<file path="config.mk">
export PLATFORM = sky130hd
export DESIGN_NAME = window_sender_fast_retransmit
export DESIGN_NICKNAME = d
export VERILOG_FILES = /design/src/hdl/wsfr_pkg.sv /design/src/hdl/wsfr_store.sv /design/src/hdl/wsfr_ctrl.sv /design/src/hdl/window_sender_fast_retransmit.sv
export VERILOG_INCLUDE_DIRS = /design/src /design/src/hdl
export SDC_FILE = /design/constraint.sdc
export NUM_CORES = 1
export LEC_CHECK = 0
export BUFFER_PORTS_ARGS = -buffer_cell sky130_fd_sc_hd__buf_2
export CAP_MARGIN = 20
export CORE_ASPECT_RATIO = 1.5
export CORE_MARGIN = 8
export CORE_UTILIZATION = 59
export DETAILED_ROUTE_END_ITERATION = 10
export PLACE_DENSITY = 0.88
export SYNTH_ARGS = -nofsm -noshare
export SYNTH_HDL_FRONTEND = slang
export SYNTH_SLANG_ARGS = --single-unit
</file>
<file path="constraint.sdc">
create_clock -name clk -period 8.9 [get_ports clk]
set_input_delay 0.445 -clock clk [delete_from_list [all_inputs] [get_ports clk]]
set_output_delay 0.445 -clock clk [all_outputs]
set_load 0.005 [all_outputs]
</file>
<file path="src/hdl/window_sender_fast_retransmit_defines.svh">
// Assertion macros for the window sender with fast retransmit.
`ifndef WINDOW_SENDER_FAST_RETRANSMIT_DEFINES_SVH
`define WINDOW_SENDER_FAST_RETRANSMIT_DEFINES_SVH

`ifndef ASSERT_OFF
// Same-cycle implication, disabled while reset is asserted.
`define WSFR_ASSERT_IMP(name, clk, rst_n, ante, cons, msg) \
    name: assert property (@(posedge clk) disable iff (!rst_n) (ante) |-> (cons)) \
        else $error(msg);
// Next-cycle implication, disabled while reset is asserted.
`define WSFR_ASSERT_NXT(name, clk, rst_n, ante, cons, msg) \
    name: assert property (@(posedge clk) disable iff (!rst_n) (ante) |=> (cons)) \
        else $error(msg);
`else
`define WSFR_ASSERT_IMP(name, clk, rst_n, ante, cons, msg)
`define WSFR_ASSERT_NXT(name, clk, rst_n, ante, cons, msg)
`endif

`endif

</file>
<file path="src/hdl/wsfr_pkg.sv">
// Shared types, constants and helpers for the window sender.
`timescale 1ns / 1ps
`default_nettype none

package wsfr_pkg;

    localparam int WINDOW_SIZE  = 4;
    localparam int PAYLOAD_BITS = 64;
    localparam int SEQ_BITS     = 16;
    localparam int DUP_BITS     = 4;
    localparam int SLOT_BITS    = (WINDOW_SIZE > 1) ? $clog2(WINDOW_SIZE) : 1;

    localparam logic [DUP_BITS-1:0] DUP_THRESHOLD_RESET = DUP_BITS'(3);

    typedef logic [SEQ_BITS-1:0]     seq_t;
    typedef logic [PAYLOAD_BITS-1:0] payload_t;
    typedef logic [SLOT_BITS-1:0]    slot_t;
    typedef logic [DUP_BITS-1:0]     dup_t;

    typedef enum logic [1:0] {
        MODE_SEND    = 2'd0,
        MODE_ACK     = 2'd1,
        MODE_TIMEOUT = 2'd2
    } mode_t;

    typedef struct packed {
        mode_t    mode;
        payload_t payload;
        seq_t     ack_number;
        logic     ack_checksum_ok;
        seq_t     timer_seq;
    } in_beat_t;

    typedef struct packed {
        logic     accepted;
        logic     window_full;
        logic     tx_valid;
        seq_t     tx_seq;
        payload_t tx_payload;
        logic     timer_stop;
        seq_t     stop_seq;
        logic     timer_start;
        seq_t     start_seq;
    } out_beat_t;

    // Result fields produced by the control logic (payload comes from the store)
    typedef struct packed {
        logic accepted;
        logic window_full;
        logic tx_valid;
        seq_t tx_seq;
        logic timer_stop;
        seq_t stop_seq;
        logic timer_start;
        seq_t start_seq;
    } status_t;

    // Store access for one accepted beat
    typedef struct packed {
        logic     load;
        logic     write;
        logic     read;
        slot_t    slot;
        payload_t wdata;
    } store_cmd_t;

    function automatic slot_t slot_of(input seq_t seq);
        return SLOT_BITS'(seq % WINDOW_SIZE);
    endfunction

endpackage

`default_nettype wire

</file>
<file path="src/hdl/wsfr_store.sv">
// Window payload store: one-port synchronous RAM with registered read data.
`timescale 1ns / 1ps
`default_nettype none

module wsfr_store (
    input  wire logic                  clk,
    input  wire wsfr_pkg::store_cmd_t  cmd,
    output wsfr_pkg::payload_t         rdata
);

    wsfr_pkg::payload_t mem [wsfr_pkg::WINDOW_SIZE];
    wsfr_pkg::payload_t rdata_reg;

    // Write the sent payload into its slot
    always_ff @(posedge clk)
    begin
        if (cmd.load && cmd.write)
        begin
            mem[cmd.slot] <= cmd.wdata;
        end
    end

    // Register the transmitted payload: new data on a send, stored data on a resend, zero otherwise
    always_ff @(posedge clk)
    begin
        if (cmd.load)
        begin
            if (cmd.write)
            begin
                rdata_reg <= cmd.wdata;
            end
            else if (cmd.read)
            begin
                rdata_reg <= mem[cmd.slot];
            end
            else
            begin
                rdata_reg <= '0;
            end
        end
    end

    assign rdata = rdata_reg;

endmodule

`default_nettype wire

</file>
<file path="src/hdl/wsfr_ctrl.sv">
// Window control: base, next sequence, duplicate count and per-beat decisions.
`timescale 1ns / 1ps
`default_nettype none

module wsfr_ctrl (
    input  wire logic                  clk,
    input  wire logic                  rst_n,
    input  wire logic                  load,
    input  wire wsfr_pkg::in_beat_t    in_data,
    input  wire logic                  cfg_we,
    input  wire wsfr_pkg::dup_t        cfg_data,
    output wsfr_pkg::status_t          status,
    output wsfr_pkg::store_cmd_t       cmd
);

    wsfr_pkg::seq_t    base_reg, base_next;
    wsfr_pkg::seq_t    next_seq_reg, next_seq_next;
    wsfr_pkg::dup_t    dup_reg, dup_next;
    wsfr_pkg::dup_t    thr_reg;
    wsfr_pkg::status_t status_reg, status_next;
    wsfr_pkg::dup_t    dup_inc;
    wsfr_pkg::seq_t    occ_now, occ_after;
    logic              full_now;

    assign occ_now  = next_seq_reg - base_reg;
    assign full_now = (occ_now >= wsfr_pkg::SEQ_BITS'(wsfr_pkg::WINDOW_SIZE));
    assign dup_inc  = dup_reg + wsfr_pkg::DUP_BITS'(1);
    assign occ_after = next_seq_next - base_next;

    // Decide the result and next state of the current beat
    always_comb
    begin
        base_next     = base_reg;
        next_seq_next = next_seq_reg;
        dup_next      = dup_reg;
        status_next   = '0;
        cmd.load      = load;
        cmd.write     = 1'b0;
        cmd.read      = 1'b0;
        cmd.slot      = wsfr_pkg::slot_of(base_reg);
        cmd.wdata     = in_data.payload;

        case (in_data.mode)
            wsfr_pkg::MODE_SEND:
            begin
                if (!full_now)
                begin
                    status_next.accepted = 1'b1;
                    if (base_reg == next_seq_reg)
                    begin
                        status_next.timer_start = 1'b1;
                        status_next.start_seq   = base_reg;
                    end
                    status_next.tx_valid = 1'b1;
                    status_next.tx_seq   = next_seq_reg;
                    cmd.write            = 1'b1;
                    cmd.slot             = wsfr_pkg::slot_of(next_seq_reg);
                    next_seq_next        = next_seq_reg + wsfr_pkg::SEQ_BITS'(1);
                end
            end
            wsfr_pkg::MODE_ACK:
            begin
                if (in_data.ack_checksum_ok)
                begin
                    if (in_data.ack_number == base_reg && dup_inc == thr_reg)
                    begin
                        // Fast retransmit of the base packet
                        dup_next                = '0;
                        cmd.read                = 1'b1;
                        status_next.tx_valid    = 1'b1;
                        status_next.tx_seq      = base_reg;
                        status_next.timer_stop  = 1'b1;
                        status_next.stop_seq    = base_reg;
                        status_next.timer_start = 1'b1;
                        status_next.start_seq   = base_reg + wsfr_pkg::SEQ_BITS'(1);
                    end
                    else
                    begin
                        dup_next = (in_data.ack_number == base_reg) ? dup_inc : '0;
                        status_next.timer_stop = 1'b1;
                        if (base_reg == next_seq_reg)
                        begin
                            status_next.stop_seq = base_reg;
                        end
                        else
                        begin
                            // Move the base to the ack number
                            base_next               = in_data.ack_number;
                            status_next.stop_seq    = in_data.ack_number;
                            status_next.timer_start = 1'b1;
                            status_next.start_seq   = in_data.ack_number
                                                      + wsfr_pkg::SEQ_BITS'(1);
                        end
                    end
                end
            end
            wsfr_pkg::MODE_TIMEOUT:
            begin
                status_next.timer_stop  = 1'b1;
                status_next.stop_seq    = in_data.timer_seq;
                status_next.timer_start = 1'b1;
                status_next.start_seq   = in_data.timer_seq;
                status_next.tx_valid    = 1'b1;
                status_next.tx_seq      = base_reg;
                cmd.read                = 1'b1;
            end
            default:
            begin
            end
        endcase

        status_next.window_full =
            (occ_after >= wsfr_pkg::SEQ_BITS'(wsfr_pkg::WINDOW_SIZE));
    end

    // Advance window state on each accepted beat
    always_ff @(posedge clk or negedge rst_n)
    begin
        if (!rst_n)
        begin
            base_reg     <= '0;
            next_seq_reg <= '0;
            dup_reg      <= '0;
        end
        else if (load)
        begin
            base_reg     <= base_next;
            next_seq_reg <= next_seq_next;
            dup_reg      <= dup_next;
        end
    end

    // Hold the duplicate-ack threshold
    always_ff @(posedge clk or negedge rst_n)
    begin
        if (!rst_n)
        begin
            thr_reg <= wsfr_pkg::DUP_THRESHOLD_RESET;
        end
        else if (cfg_we)
        begin
            thr_reg <= cfg_data;
        end
    end

    // Register the result fields
    always_ff @(posedge clk)
    begin
        if (load)
        begin
            status_reg <= status_next;
        end
    end

    assign status = status_reg;

endmodule

`default_nettype wire

</file>
<file path="src/hdl/window_sender_fast_retransmit.sv">
// Top level of the sliding-window sender with fast retransmit.
`timescale 1ns / 1ps
`default_nettype none
`include "window_sender_fast_retransmit_defines.svh"

// Sliding-window sender: takes one event beat (send, ack, timeout) per clock
// and returns exactly one registered result beat for each. Unless stalled, it
// sustains one beat per cycle: each beat does at most one access to the
// payload store (a write for a send, a registered read of the base slot for a
// resend) and the window counters update in the same cycle. The result sits
// in an output register; while it is stalled, in_stall follows out_stall so no
// beat is lost. The duplicate-ack threshold resets to 3 and may be written
// through the cfg channel whenever the block is idle; cfg_ready is always high.

module window_sender_fast_retransmit (
    input  wire logic                 clk,
    input  wire logic                 rst_n,
    input  wire logic                 in_valid,
    output logic                      in_stall,
    input  wire wsfr_pkg::in_beat_t   in_data,
    output logic                      out_valid,
    input  wire logic                 out_stall,
    output wsfr_pkg::out_beat_t       out_data,
    input  wire logic                 cfg_valid,
    output logic                      cfg_ready,
    input  wire wsfr_pkg::dup_t       cfg_data
);

    logic                 out_valid_reg, out_valid_next;
    logic                 load;
    wsfr_pkg::status_t    status;
    wsfr_pkg::store_cmd_t cmd;
    wsfr_pkg::payload_t   tx_payload;

    // Take a new beat unless a result is held by the consumer
    assign in_stall  = out_valid_reg && out_stall;
    assign load      = in_valid && !in_stall;
    assign cfg_ready = 1'b1;

    wsfr_ctrl u_ctrl (
        .clk     (clk),
        .rst_n   (rst_n),
        .load    (load),
        .in_data (in_data),
        .cfg_we  (cfg_valid && cfg_ready),
        .cfg_data(cfg_data),
        .status  (status),
        .cmd     (cmd)
    );

    wsfr_store u_store (
        .clk  (clk),
        .cmd  (cmd),
        .rdata(tx_payload)
    );

    // Track the output register occupancy
    always_comb
    begin
        if (load)
        begin
            out_valid_next = 1'b1;
        end
        else if (out_stall)
        begin
            out_valid_next = out_valid_reg;
        end
        else
        begin
            out_valid_next = 1'b0;
        end
    end

    always_ff @(posedge clk or negedge rst_n)
    begin
        if (!rst_n)
        begin
            out_valid_reg <= 1'b0;
        end
        else
        begin
            out_valid_reg <= out_valid_next;
        end
    end

    // Assemble the result beat
    always_comb
    begin
        out_data.accepted    = status.accepted;
        out_data.window_full = status.window_full;
        out_data.tx_valid    = status.tx_valid;
        out_data.tx_seq      = status.tx_seq;
        out_data.tx_payload  = tx_payload;
        out_data.timer_stop  = status.timer_stop;
        out_data.stop_seq    = status.stop_seq;
        out_data.timer_start = status.timer_start;
        out_data.start_seq   = status.start_seq;
    end

    assign out_valid = out_valid_reg;

    `WSFR_ASSERT_NXT(a_load_gives_result, clk, rst_n, load, out_valid, "accepted beat gave no result")
    `WSFR_ASSERT_NXT(a_send_payload_fwd, clk, rst_n, load && in_data.mode == wsfr_pkg::MODE_SEND, !out_data.accepted || out_data.tx_payload == $past(in_data.payload), "sent payload mismatch")
    `WSFR_ASSERT_IMP(a_accept_tx, clk, rst_n, out_valid && out_data.accepted, out_data.tx_valid && !out_data.timer_stop, "accepted send without transmit")

endmodule

`default_nettype wire

</file>
# Yosys cells after proc, flatten, opt, wreduce, memory -nomap -nowiden
# Memory sizes are Yosys's and may differ from the RTL's.
# Cells that the tools add are included.
dict set report word_totals {
  out_inout_bits 120
  register_bits 158
  mem_count 1
  input_bits 108
  ramBits 256
}
# name depth width read_ports rd_clocked_by_memory_dff write_ports line_no
set mem_list {}
lappend mem_list {u_store.mem 4 64 1 0 1 wsfr_store.sv:11} ;# wsfr_pkg::payload_t mem [wsfr_pkg::WINDOW_SIZE];
dict set report op_classes {
  magnitude_cmp 2
  n_eq_ne 6
  add_sub_neg 6
  n_mux 31
  reduce_logical 7
}
# cell n
set ops {}
lappend ops {{64-bit two-way mux} 2}
lappend ops {{17-bit one-hot mux with 3 select lines} 2}
lappend ops {{16-bit two-way mux} 6}
lappend ops {{17-bit two-way mux} 5}
lappend ops {{51-bit two-way mux} 1}
lappend ops {{16-bit by 1-bit adder with 16-bit output, second input constant} 3}
lappend ops {{17-bit one-hot mux with 2 select lines} 1}
lappend ops {{33-bit two-way mux} 1}
lappend ops {{16-bit == test} 2}
lappend ops {{16-bit by 3-bit >= comparator with 1-bit output, second input constant} 2}
lappend ops {{16-bit subtractor} 2}
lappend ops {{1-bit two-way mux} 8}
lappend ops {{4-bit two-way mux} 2}
lappend ops {{4-bit by 1-bit adder with 4-bit output, second input constant} 1}
lappend ops {{4-bit == test} 1}
lappend ops {{1-bit logical AND} 4}
lappend ops {{2-bit two-way mux} 2}
lappend ops {{3-bit AND reduction} 1}
lappend ops {{2-bit by 1-bit == test with 1-bit output, second input constant} 1}
lappend ops {{2-bit == test, second input constant} 1}
lappend ops {{2-bit logical NOT} 1}
lappend ops {{2-bit by 1-bit != test with 1-bit output, second input constant} 1}
lappend ops {{1-bit one-hot mux with 2 select lines} 1}
lappend ops {{1-bit logical NOT} 1}

# Longest topological paths before layout
dict set report logic_depth {
  depth_word 8
  depth_mapped 28
  mapped_depth_nobuf 25
}

# Modules after synthesis
# Synthesis repeated with hierarchy kept, for this count alone.
dict set report unflattened {
  hier_cells 1494
  hier_area_um2 20175.6
}
# module cells_per_inst n_inst area_each_um2
set by_module_without_submodules {}
lappend by_module_without_submodules {wsfr_store 621 1 12354.3}
lappend by_module_without_submodules {wsfr_ctrl 867 1 7759.9}
lappend by_module_without_submodules {window_sender_fast_retransmit 6 1 61.3}

# Least setup slack after synthesis
# Ideal clock, no wire load.
dict set report synth_path {
  path_kind {register -> register}
  from {register u_ctrl.base_reg[5]}
  to {memory u_store.mem[2][0] in the netlist's numbering, enable pin}
  arrival_time_ns 7.513
  n_path_buf 2
  setup_time_ns 0.578
  synth_period_minus_slack_ns 8.091
  required_time_ns 8.322
  path_stages_with_launch 14
  setup_slack_ns 0.809
  path_cell_list {dfrtp_1 > clkbuf_1 > inv_1 > ha_1 > nand4_1 > a21oi_2 > o21ai_2 > nor2_1 > mux2_4 > nor4_4 > and4b_1 > buf_2 > nand2_1 > nor3b_1}
}
dict set report synth_via {
  elab_chain_len 7
}
# element line_no
set synth_rtl {}
lappend synth_rtl {{start: declaration} wsfr_ctrl.sv:16} ;# wsfr_pkg::seq_t base_reg, base_next;
lappend synth_rtl {{start signal: assignment} wsfr_ctrl.sv:127} ;# base_reg <= base_next;
lappend synth_rtl {{16-bit subtractor (*)} wsfr_ctrl.sv:25} ;# assign occ_now = next_seq_reg - base_reg;
lappend synth_rtl {{16-bit by 3-bit >= comparator with 1-bit output (*)} wsfr_ctrl.sv:26} ;# assign full_now = (occ_now >= wsfr_pkg::SEQ_BITS'(wsfr_pkg::WINDOW_SIZE));
lappend synth_rtl {{1-bit two-way mux} wsfr_ctrl.sv:46} ;# if (!full_now)
lappend synth_rtl {{1-bit two-way mux} -}
lappend synth_rtl {{1-bit logical AND} wsfr_store.sv:17} ;# if (cmd.load && cmd.write)
lappend synth_rtl {{1-bit two-way mux} wsfr_store.sv:17}
lappend synth_rtl {{1-bit two-way mux (not written as such)} wsfr_store.sv:19} ;# mem[cmd.slot] <= cmd.wdata;
lappend synth_rtl {{end: declaration} wsfr_store.sv:11}
# Mark *: on every way between the ends. The rest lies on a longest branch, timed or not.

==> results.sh <==
export IMPL_status="finished, final reports clean"
export IMPL_floorplan_initialDensity_pct=59.7
export IMPL_cp_arrival_ps=6900
export IMPL_dr_pass1_iters=7
export IMPL_vias_after_detailed_routing=14000
export IMPL_cts_sinks=414
export IMPL_power_density_cell_area_nw_per_um2=209
export IMPL_final_min_period_over_clock_period_pct=74.4
export IMPL_first_global_vias=14000
export IMPL_cts_max_path_buffers=3
export IMPL_grt_max_degree=87
export IMPL_post_drt_via_cell_ratio=6.15
export IMPL_synth_enable_flop_cells=373
export IMPL_path_clk_slew_ps=60
export IMPL_critical_path_peak_fanout=24
export IMPL_mostFrequentLayoutCells="sky130_fd_sc_hd__edfxtp_1 (373), sky130_fd_sc_hd__buf_2 (226), sky130_fd_sc_hd__nand2_1 (180)"
export IMPL_share_of_post_route_cells_with_drive_strength_above_1_pct=19.8
export IMPL_core_area_um2=33300
export IMPL_gr_usage_all_layers_pct=25.0
export IMPL_timing_worst_slew_pin_value_ps=1010
export IMPL_syn_num_nets=1801
export IMPL_finalHoldViolations=0
export IMPL_detailedPlacementHpwl_um=34000
export IMPL_power_share_sequential_pct=47.6
export IMPL_path_class="reg2reg"
export IMPL_postSynthRegisterBits=414
export IMPL_area_occupied_by_multi_input_gates_um2=7090
export IMPL_power_net_switching_w=0.00128
export IMPL_first_iter_violations=1656
export IMPL_p_leak_nw=8.54
export IMPL_placed_cells=2200
export IMPL_floorplan_die_area_um2=40000
export IMPL_relSlewSlack_pct=32.8
export IMPL_num_fill_cells=2267
export IMPL_ctsHtreeMaxLevel=2
export IMPL_detail_route_drc_violations=0
export IMPL_dieWidth_um=166
export IMPL_yosys_most_used_dff="sky130_fd_sc_hd__edfxtp_1"
export IMPL_synth_cells=1654
export IMPL_netlist_area_um2=19900
export IMPL_skew_ps=19.5
export IMPL_number_of_antenna_violations_at_the_first_check_in_global_routing=5
export IMPL_cts_repair_timing_setup_buffer_count=0
export IMPL_synth_yosys_warnings=0
export IMPL_peak_ir_drop_on_the_vdd_network_mv=0.155
export IMPL_avgRoutedWirePerCell_um=23.0
export IMPL_maxClockFrequency_ghz=0.151
export IMPL_synthArstFlopShare_pct=9.90
export IMPL_drt_total_wl_um=52400
export IMPL_internal_power_w=0.00343
export IMPL_hp_class="in2reg"
export IMPL_largest_register_ffs=256
export IMPL_die_height_um=241
export IMPL_cts_buffers_inserted=38
export IMPL_tritoncts="yes"
export IMPL_final_cells=2279
export IMPL_post_synthesis_cell_type_count=75
export IMPL_final_common_cell="sky130_fd_sc_hd__edfxtp_1"
export IMPL_fin_nets=1972
export IMPL_rsz_0062_raised_after_global_routing="false"
export IMPL_totalNegativeSetupSlack_ps=0
export IMPL_worstSetupEndpointType="flip-flop"
export IMPL_maxCapViolations=0
export IMPL_ctsRootBufferMaster="sky130_fd_sc_hd__clkbuf_16"
export IMPL_avgSynthCellArea_um2=12.0
export IMPL_floorplan_rows=82
export IMPL_layout_min_cycle_time_ps=6620
export IMPL_critical_path_required_ps=9180
export IMPL_area_growth_syn_to_layout_pct=13.5
export IMPL_final_max_slew_violation_count=0
export IMPL_routabilityCongestion=0.955
export IMPL_portBuffers=226
export IMPL_share_clk_of_total_power_pct=34.9
export IMPL_timing_critical_path_from_type="flip-flop"
export IMPL_final_setup_viol_count=0
export IMPL_top_level_ports=228
export IMPL_ant_nets=0
export IMPL_synth_seq_area_share_pct=61.4
export IMPL_comb_power_share_pct=17.6
export IMPL_regArea_um2=12200
export IMPL_worst_skew_pair_late_latency_ps=550
export IMPL_total_global_routing_overflow=0
export IMPL_switching_part_of_the_total_power_pct=27.2
export IMPL_wire_length_of_the_first_global_routing_pass_um=77800
==> synthesized netlist by cell type, types with 4 or more instances <==
master	n	share of area (%)
sky130_fd_sc_hd__a21o_1	6	0.23
sky130_fd_sc_hd__a21oi_1	141	3.5
sky130_fd_sc_hd__a21oi_2	5	0.22
sky130_fd_sc_hd__a22oi_1	30	1.1
sky130_fd_sc_hd__and2_1	4	0.13
sky130_fd_sc_hd__and3_1	9	0.28
sky130_fd_sc_hd__buf_1	13	0.25
sky130_fd_sc_hd__buf_2	13	0.33
sky130_fd_sc_hd__buf_4	13	0.49
sky130_fd_sc_hd__clkbuf_1	72	1.4
sky130_fd_sc_hd__dfrtp_1	39	4.9
sky130_fd_sc_hd__edfxtp_1	373	56
sky130_fd_sc_hd__ha_1	38	2.4
sky130_fd_sc_hd__inv_1	42	0.79
sky130_fd_sc_hd__mux2_1	34	1.9
sky130_fd_sc_hd__mux2_2	38	2.1
sky130_fd_sc_hd__mux2i_1	83	4.2
sky130_fd_sc_hd__nand2_1	180	3.4
sky130_fd_sc_hd__nand2b_1	12	0.38
sky130_fd_sc_hd__nand3_1	38	0.96
sky130_fd_sc_hd__nand4_1	20	0.63
sky130_fd_sc_hd__nor2_1	131	2.5
sky130_fd_sc_hd__nor2b_1	20	0.63
sky130_fd_sc_hd__nor3_1	12	0.30
sky130_fd_sc_hd__o211ai_1	4	0.15
sky130_fd_sc_hd__o21a_1	6	0.23
sky130_fd_sc_hd__o21ai_0	65	1.6
sky130_fd_sc_hd__o21ai_1	47	1.2
sky130_fd_sc_hd__o221ai_1	4	0.18
sky130_fd_sc_hd__o22ai_1	10	0.31
sky130_fd_sc_hd__or3_1	5	0.16
sky130_fd_sc_hd__xnor2_1	65	2.9
sky130_fd_sc_hd__xor2_1	19	0.84
==> routing by layer <==
layer / routed length [um] / GRT usage [%]
met5: 23 / 0
met2: 26900 / 44.8
met4: 2880 / 14.5
met3: 3970 / 3.86
met1: 18700 / 28.3
==> power groups by stage <==
stage | Combinational [W] | Clock, W | Sequential (W)
floorplan | 0.000612 | 0 | 0.00224
global placement | 0.000778 | 0 | 0.00228
detailed placement | 0.000797 | 0 | 0.00228
CTS | 0.000808 | 0.00165 | 0.00224
global route | 0.000901 | 0.00173 | 0.00224
finish | 0.000828 | 0.00164 | 0.00224
==> kinds of logic after synthesis <==
| group | after synthesis | synth area share, % |
|---|---|---|
| simple gates | 456 | 10.5 |
| fa+ha+maj | 41 | 2.59 |
| flops | 414 | 61.4 |
| other cells | 1 | 0.0188 |
| buf+inv | 154 | 3.27 |
| xor+xnor | 85 | 3.78 |
| mux | 156 | 8.32 |
| compound gates | 347 | 10.1 |
==> repair_timing <==
| action | in CTS | in global routing |
|---|---|---|
| hold buffers | 0 | 1 |
| gates resized for setup | 0 | 0 |
| hold endpoints to repair | 0 | 5 |
==> worst max-delay path, stage by stage, from the launching register on <==
cell,delay (ps)
sky130_fd_sc_hd__dfrtp_1,540
sky130_fd_sc_hd__inv_1,110
sky130_fd_sc_hd__ha_1,420
sky130_fd_sc_hd__nand4_1,180
sky130_fd_sc_hd__a21oi_2,240
sky130_fd_sc_hd__o21ai_2,110
sky130_fd_sc_hd__nor2_1,130
sky130_fd_sc_hd__mux2_4,320
sky130_fd_sc_hd__nor4_4,460
sky130_fd_sc_hd__and4b_4,560
sky130_fd_sc_hd__mux2i_1,350
sky130_fd_sc_hd__inv_1,80
sky130_fd_sc_hd__ha_1,290
sky130_fd_sc_hd__nor2b_1,130
sky130_fd_sc_hd__o21ai_0,440
sky130_fd_sc_hd__a21oi_1,130
sky130_fd_sc_hd__o21ai_0,280
sky130_fd_sc_hd__a21o_1,190
sky130_fd_sc_hd__a211oi_1,70
sky130_fd_sc_hd__a21boi_0,120
sky130_fd_sc_hd__nand4bb_1,250
sky130_fd_sc_hd__o211ai_1,130
sky130_fd_sc_hd__mux2i_1,210
sky130_fd_sc_hd__o211ai_1,100
sky130_fd_sc_hd__or4_1,500
==> worst paths after layout <==
kind	startpoint	end	slack, ps	cells past startpoint
max in group asynchronous	rst_n	u_ctrl.thr_reg[0]	8140	3
worst min register to register	out_valid	out_valid	530	2
worst max-delay path	u_ctrl.base_reg[4]	u_ctrl.status[51]	2280	24
min in group asynchronous	rst_n	u_ctrl.thr_reg[2]	260	2
worst min-delay path	in_valid	out_valid	110	2
worst max register to register	u_ctrl.base_reg[4]	u_ctrl.status[51]	2280	24
==> through the flow <==
| step | hold WS, ps | util, % | total power (W) | cell area (um^2) | setup slack [ps] |
|---|---|---|---|---|---|
| CTS | 103 | 67.4 | 0.00470 | 22500 | 2320 |
| floorplan | 149 | - | 0.00286 | 19900 | 809 |
| global route | 111 | 67.7 | 0.00488 | 22600 | 1840 |
| detailed placement | 511 | 63.7 | 0.00308 | 21200 | 2330 |
| finish | 114 | 67.7 | 0.00471 | 22600 | 2280 |
| global placement | 489 | 63.7 | 0.00305 | 21200 | 2560 |
==> layout make-up <==
| class | count | area share (%) |
|---|---|---|
| antenna | 4 | 0.0443 |
| clock buffer | 48 | 4.60 |
| clock inverter | 22 | 0.908 |
| inverter | 42 | 0.709 |
| multi-input combinational | 1086 | 31.4 |
| sequential | 414 | 54.1 |
| tap | 420 | 2.33 |
| timing repair buffer | 243 | 5.87 |
No activity file was read; power rests on OpenSTA's default activity.
